`config.mk`:
```
export PLATFORM = sky130hd
export DESIGN_NAME = fwht_front
export DESIGN_NICKNAME = d
export VERILOG_FILES = /design/src/hw/rtl/fwht_pkg.sv /design/src/hw/rtl/fwht_front.sv
export SDC_FILE = /design/constraint.sdc
export NUM_CORES = 1
export LEC_CHECK = 0
export ABC_AREA = 0
export CAP_MARGIN = 20
export CORE_MARGIN = 8
export CORE_UTILIZATION = 50
export CTS_BUF_LIST = sky130_fd_sc_hd__clkbuf_8
export CTS_CLUSTER_DIAMETER = 50
export DETAILED_ROUTE_END_ITERATION = 10
export DONT_BUFFER_PORTS = 1
export PLACE_DENSITY = 0.62
export SYNTH_ARGS = -nofsm -noshare
export SYNTH_HDL_FRONTEND = slang
export SYNTH_SLANG_ARGS = --single-unit
export TNS_END_PERCENT = 1
```
`constraint.sdc`:
```
create_clock -name clk -period 4.2 [get_ports clk]
set_clock_uncertainty 0.15 [all_clocks]
set_input_delay 0.21 -clock clk [delete_from_list [all_inputs] [get_ports clk]]
set_output_delay 0.21 -clock clk [all_outputs]
set_load 0.005 [all_outputs]
```
`src/hw/rtl/fwht_pkg.sv`:
```
// Shared types and codes for the Walsh-Hadamard transform block.
package fwht_pkg;

	typedef logic [1:0] st_t;

	localparam st_t ST_PUSH   = 2'd0;
	localparam st_t ST_DATA   = 2'd1;
	localparam st_t ST_REJECT = 2'd2;
	localparam st_t ST_EMPTY  = 2'd3;

	localparam int CFG_BITS = 4;
	localparam logic [CFG_BITS-1:0] SIZE_RESET = 4'd11;
	localparam logic [2:0] ADDR_SIZE_LOG2 = 3'd0;

	localparam int QDEPTH = 4;
	localparam int QW     = 2;

	typedef struct packed {
		st_t  kind;
		logic last;
	} cmd_ctl_t;

endpackage

```
`src/hw/rtl/fwht_front.sv`:
```
// Front end: accepts beats, classifies them against row state, queues commands.
module fwht_front import fwht_pkg::*; #(
	parameter int AW = 11,
	parameter int LW = 4,
	parameter int SW = 16
) (
	input  logic                 clk,
	input  logic                 arst_n,
	input  logic [CFG_BITS-1:0]  size_log2,
	input  logic                 in_valid,
	output logic                 in_ready,
	input  logic                 action,
	input  logic signed [SW-1:0] sample,
	output logic                 cmd_valid,
	input  logic                 cmd_ready,
	output cmd_ctl_t             cmd_ctl,
	output logic [AW-1:0]        cmd_addr,
	output logic [LW-1:0]        cmd_lg,
	output logic signed [SW-1:0] cmd_sample
);

	localparam int CW = AW + 1;

	logic [CW-1:0] loaded_q;
	logic [AW-1:0] rptr_q;
	logic          draining_q;
	logic [LW-1:0] row_lg_q;

	logic [LW-1:0] eff_lg;
	logic [LW-1:0] use_lg;
	logic [CW-1:0] n_row;
	logic [CW-1:0] n_drain;
	logic          push_last;
	logic          pull_last;
	cmd_ctl_t      new_ctl;
	logic [AW-1:0] new_addr;

	cmd_ctl_t             q_ctl  [QDEPTH];
	logic [AW-1:0]        q_addr [QDEPTH];
	logic [LW-1:0]        q_lg   [QDEPTH];
	logic signed [SW-1:0] q_smp  [QDEPTH];
	logic [QW-1:0]        wp_q;
	logic [QW-1:0]        rp_q;
	logic [QW:0]          cnt_q;
	logic                 accept;
	logic                 pop;

	always_comb begin
		if (size_log2 == '0) begin
			eff_lg = LW'(1);
		end else if (32'(size_log2) > AW) begin
			eff_lg = LW'(AW);
		end else begin
			eff_lg = LW'(size_log2);
		end
	end

	assign use_lg    = (loaded_q == '0) ? eff_lg : row_lg_q;
	assign n_row     = CW'(1) << use_lg;
	assign n_drain   = CW'(1) << row_lg_q;
	assign push_last = (loaded_q + CW'(1)) >= n_row;
	assign pull_last = (CW'(rptr_q) + CW'(1)) >= n_drain;

	always_comb begin
		new_ctl.kind = ST_PUSH;
		new_ctl.last = 1'b0;
		new_addr     = loaded_q[AW-1:0];
		if (!action) begin
			if (draining_q) begin
				new_ctl.kind = ST_REJECT;
			end else begin
				new_ctl.last = push_last;
			end
		end else begin
			if (draining_q) begin
				new_ctl.kind = ST_DATA;
				new_ctl.last = pull_last;
				new_addr     = rptr_q;
			end else begin
				new_ctl.kind = ST_EMPTY;
			end
		end
	end

	assign in_ready  = cnt_q != (QW+1)'(QDEPTH);
	assign accept    = in_valid && in_ready;
	assign cmd_valid = cnt_q != '0;
	assign pop       = cmd_valid && cmd_ready;

	assign cmd_ctl    = q_ctl[rp_q];
	assign cmd_addr   = q_addr[rp_q];
	assign cmd_lg     = q_lg[rp_q];
	assign cmd_sample = q_smp[rp_q];

	always_ff @(posedge clk or negedge arst_n) begin
		if (!arst_n) begin
			loaded_q   <= '0;
			rptr_q     <= '0;
			draining_q <= 1'b0;
			row_lg_q   <= '0;
		end else if (accept) begin
			if (!action && !draining_q) begin
				row_lg_q <= use_lg;
				if (push_last) begin
					loaded_q   <= '0;
					rptr_q     <= '0;
					draining_q <= 1'b1;
				end else begin
					loaded_q <= loaded_q + CW'(1);
				end
			end else if (action && draining_q) begin
				if (pull_last) begin
					rptr_q     <= '0;
					draining_q <= 1'b0;
				end else begin
					rptr_q <= rptr_q + AW'(1);
				end
			end
		end
	end

	always_ff @(posedge clk or negedge arst_n) begin
		if (!arst_n) begin
			wp_q  <= '0;
			rp_q  <= '0;
			cnt_q <= '0;
		end else begin
			if (accept) begin
				wp_q <= wp_q + QW'(1);
			end
			if (pop) begin
				rp_q <= rp_q + QW'(1);
			end
			cnt_q <= cnt_q + (QW+1)'(accept) - (QW+1)'(pop);
		end
	end

	always_ff @(posedge clk) begin
		if (accept) begin
			q_ctl[wp_q]  <= new_ctl;
			q_addr[wp_q] <= new_addr;
			q_lg[wp_q]   <= use_lg;
			q_smp[wp_q]  <= sample;
		end
	end

endmodule

```
==> results list <==
- After synthesis, the share of flip-flops with an asynchronous set or reset is 20.5%.
- TritonCTS created 17 clock buffers.
- Post-layout minimum cycle time: 3.90 ns
- The floorplan step defined a core boundary enclosing 15700 um2.
- The worst register-to-register path has a setup slack of 0.30 ns.
- After detailed routing, the average wire length per cell comes to 19.6 um.
* WP data required: 4.38 ns
- By count the netlist is led by sky130_fd_sc_hd__edfxtp_1 (136), sky130_fd_sc_hd__nand2_1 (66), sky130_fd_sc_hd__dfrtp_1 (35).
- Die extent in y: 142 um
- Max-Cap Viols: 0
- Initial DRT Pass Iterations: 5
- First-pass GRT wire length: 25800 um
* CTS Buffer Depth: 2
- The final critical path takes up 92.7% of the cycle.
* Total Neg Setup Slack: 0 ns
- Count of nets after finishing: 644
- For this design the ratio of total power to cell area is 713 nW/um2.
- Non-Filler Instances: 813
* Tightest Hold Check Type: input pin to async pin
- Total placed cells including tap cells: 759
- Synth top area share: 51.5%
- Cell area after technology mapping: 7930 um2
* Layout overhead on the synthesized area: 11.3%
- The congestion estimate from routability-driven global placement came to 0.830.
- CTS H-Tree Depth: 4
- Total placed instance area: 8170 um2
- Max Fclk: 0.257 GHz
- Die area: 20100 um2
- Worst-path maximum fanout: 13
- In this run the post-CTS setup repair buffer count came out at 0.
* Cell count of the worst reg-to-reg path: 16
- Post-Route WL: 16000 um
- Counting every instance in the synthesized netlist gives 556.
* Static Leakage: 3.18 nW
- The critical path is of the flip-flop to flip-flop type.
- Ranked by total cell area, the synthesized netlist is headed by sky130_fd_sc_hd__edfxtp_1 (52%), sky130_fd_sc_hd__dfrtp_1 (11%), sky130_fd_sc_hd__mux4_2 (9.7%), sky130_fd_sc_hd__ha_1 (5.4%), sky130_fd_sc_hd__nand2_1 (3.1%).
- In this run the critical register-to-register path is captured at rptr_q[6].
* Final Hold Slack: 0.0511 ns
* Number of distinct library cell variants in the gate-level netlist after synthesis: 50
- Setup repair after global routing left no endpoint under its margin.
* Largest vdd supply drop: 0.479 mV
* Final count of hold timing violations: 0
* Number of global-route vias before repair: 4668
- Aggregate global-route resource usage: 16.9%
- Summing over every cut layer, the via total after detailed routing is 4585.
- Post-synthesis sequential area ratio: 62.6%
- Post-detailed-route DRC marker count: 0
- The first routing iteration left 324 violations.
* Clock latency on the worst-skew pair: 0.46 ns
* Fin. max-slew vios: 0
- In the synthesized netlist the dominant register cell turns out to be sky130_fd_sc_hd__edfxtp_1.
* Count of flip-flops with a built-in enable after synthesis: 136
- Critical path launch point type: flip-flop
- Flop and latch count out of synthesis: 171
- After global routing the overflow that remains totals 0.
* Total nets after synthesis: 616
- Total clock sinks: 171
* Die Wd: 142 um
- Cell with the most instances after synthesis: sky130_fd_sc_hd__edfxtp_1
- The finished cells cover 8820 um2.
- The repair_antennas step left the layout with diodes totalling 0.
* Data arrival at the endpoint of the critical path: 4.08 ns
- Entering global routing, the biggest net connects 36 pins.
* Capturing element type of the critical path: flip-flop
- In this run the mean area of a mapped cell was 14.3 um2.
* Launching point of the worst reg2reg path: loaded_q[0]
- Quantity of gates resized following cts: 0
- In the final layout, the share of cells above drive strength 1 is 16.1%.
* Vias per std cell: 5.64
- TritonCTS built the clock tree.
- Clock-pin slew was measured on the worst setup and hold paths at 0.09 ns.
- Count of final setup violators: 0
* Post-CTS Hold Buffers: 22
- At the pin with the least slew margin, the transition time is 0.981 ns.
* Total number of yosys warnings: 0
* Rel. slew slack: 34.6%
- The filler cells instantiated in the layout total 1233.
* I/O pins: 61
* Antenna violations before repair: 0
- Number of antenna-violating nets in the routed design: 0
- Placement Rows: 46
- Run status: finished clean
- The root buffer cell chosen for the clock tree is sky130_fd_sc_hd__clkbuf_8.
- Top cell type by total area after synthesis: sky130_fd_sc_hd__edfxtp_1
- Detailed placement ended at an HPWL of 10800 um.
- The initial utilization of the core area, before any placement, comes to 50.4%.
- Number of buffers added on ports: 0
-- registers in the layout, summed over array words and instances (netlist names), 3 cells and up --
signal and flops:
cnt_q 3, loaded_q 12, q_addr 44, q_ctl 12
q_lg 16, q_smp 64, row_lg_q 4, rptr_q 11
-- cell type report --
cell class                      count  area [um2]  area share (%)
Timing Repair Buffer               32         305            3.46
Clock inverter                     15         188            2.13
Tap cell                          216         270            3.06
Sequential cell                   171        4960            56.2
Clock buffer                       17         234            2.65
Multi-Input combinational cell    333        2760            31.2
Inverter                           29         109            1.23
-- worst max-delay path: stages (launching register included) --
cell and delay [ns]:
sky130_fd_sc_hd__dfrtp_1 0.46, sky130_fd_sc_hd__inv_1 0.09, sky130_fd_sc_hd__ha_1 0.15, sky130_fd_sc_hd__nor4b_4 0.21, sky130_fd_sc_hd__nand3_2 0.15, sky130_fd_sc_hd__mux2i_1 0.37
sky130_fd_sc_hd__inv_1 0.24, sky130_fd_sc_hd__nor2_2 0.23, sky130_fd_sc_hd__nand2_1 0.08, sky130_fd_sc_hd__ha_1 0.30, sky130_fd_sc_hd__nand4_1 0.16, sky130_fd_sc_hd__nor4_1 0.34
sky130_fd_sc_hd__o31ai_1 0.12, sky130_fd_sc_hd__buf_4 0.20, sky130_fd_sc_hd__a31oi_1 0.18, sky130_fd_sc_hd__buf_4 0.21, sky130_fd_sc_hd__o221ai_1 0.13
-- power breakdown --
part	switching (mW)	total, mW	internal (mW)
combinational	1.40	2.40	1.01
clock	0.622	1.22	0.600
sequential	0.313	2.67	2.36
total	2.33	6.29	3.96
-- per-layer routing --
| layer | up-vias | share of wire, % | wire length, um | GRT usage (%) |
|---|---|---|---|---|
| met1 | 2273 | 46 | 7270 | 22.1 |
| met3 | 21 | 4.2 | 676 | 3.70 |
| met5 | - | 0 | 0 | 0 |
| met2 | 121 | 49 | 7760 | 27.3 |
| li1 | 2170 | - | - | - |
| met4 | 0 | 1.6 | 257 | 6.16 |
-- cell usage in the layout, fill, tap and decap left out, types with 10 or more instances in the layout --
master | Yosys | routed
sky130_fd_sc_hd__edfxtp_1 | 136 | 136
sky130_fd_sc_hd__o21ai_0 | 31 | 31
sky130_fd_sc_hd__nor2_1 | 17 | 17
sky130_fd_sc_hd__inv_1 | 28 | 29
sky130_fd_sc_hd__dfrtp_1 | 35 | 34
sky130_fd_sc_hd__dlygate4sd3_1 | 0 | 21
sky130_fd_sc_hd__clkbuf_8 | 0 | 17
sky130_fd_sc_hd__nand4_1 | 11 | 11
sky130_fd_sc_hd__nand2_1 | 66 | 66
sky130_fd_sc_hd__mux4_2 | 34 | 34
sky130_fd_sc_hd__nand3_1 | 20 | 20
sky130_fd_sc_hd__xnor2_1 | 15 | 15
sky130_fd_sc_hd__buf_4 | 0 | 10
sky130_fd_sc_hd__ha_1 | 34 | 34
-- metrics by stage --
step | worst slack (ns) | utilization, % | power [mW]
floorplan | 0.837 | - | 4.35
global placement | 0.329 | 52.0 | 5.03
detailed placement | 0.343 | 52.0 | 5.11
CTS | 0.322 | 56.2 | 6.36
global route | 0.0122 | 56.2 | 6.73
finish | 0.305 | 56.2 | 6.29
-- cell families (layout without fill, tap and decap cells) --
family | after synthesis | after routing | synth area share [%]
flip-flops | 171 | 171 | 62.6
AND/OR/NAND/NOR | 169 | 169 | 10.8
AO/OA/AOI/OAI | 69 | 69 | 5.43
buffers and inverters | 52 | 93 | 2.70
multiplexers | 42 | 42 | 10.9
adder cells (fa/ha/maj) | 35 | 35 | 5.62
XOR/XNOR | 18 | 18 | 1.99
-- worst max path at each step --
stage | from | end | cells past startpoint
after floorplan | loaded_q[0] | q_ctl[0][0] | 14
after global placement | loaded_q[9] | q_ctl[0][0] | 13
after detailed placement | loaded_q[0] | q_ctl[2][0] | 15
after CTS | loaded_q[0] | q_ctl[2][0] | 15
after global routing | loaded_q[9] | q_ctl[2][0] | 13
final | loaded_q[0] | rptr_q[6] | 16
No activity file was read; power rests on OpenSTA's default activity.
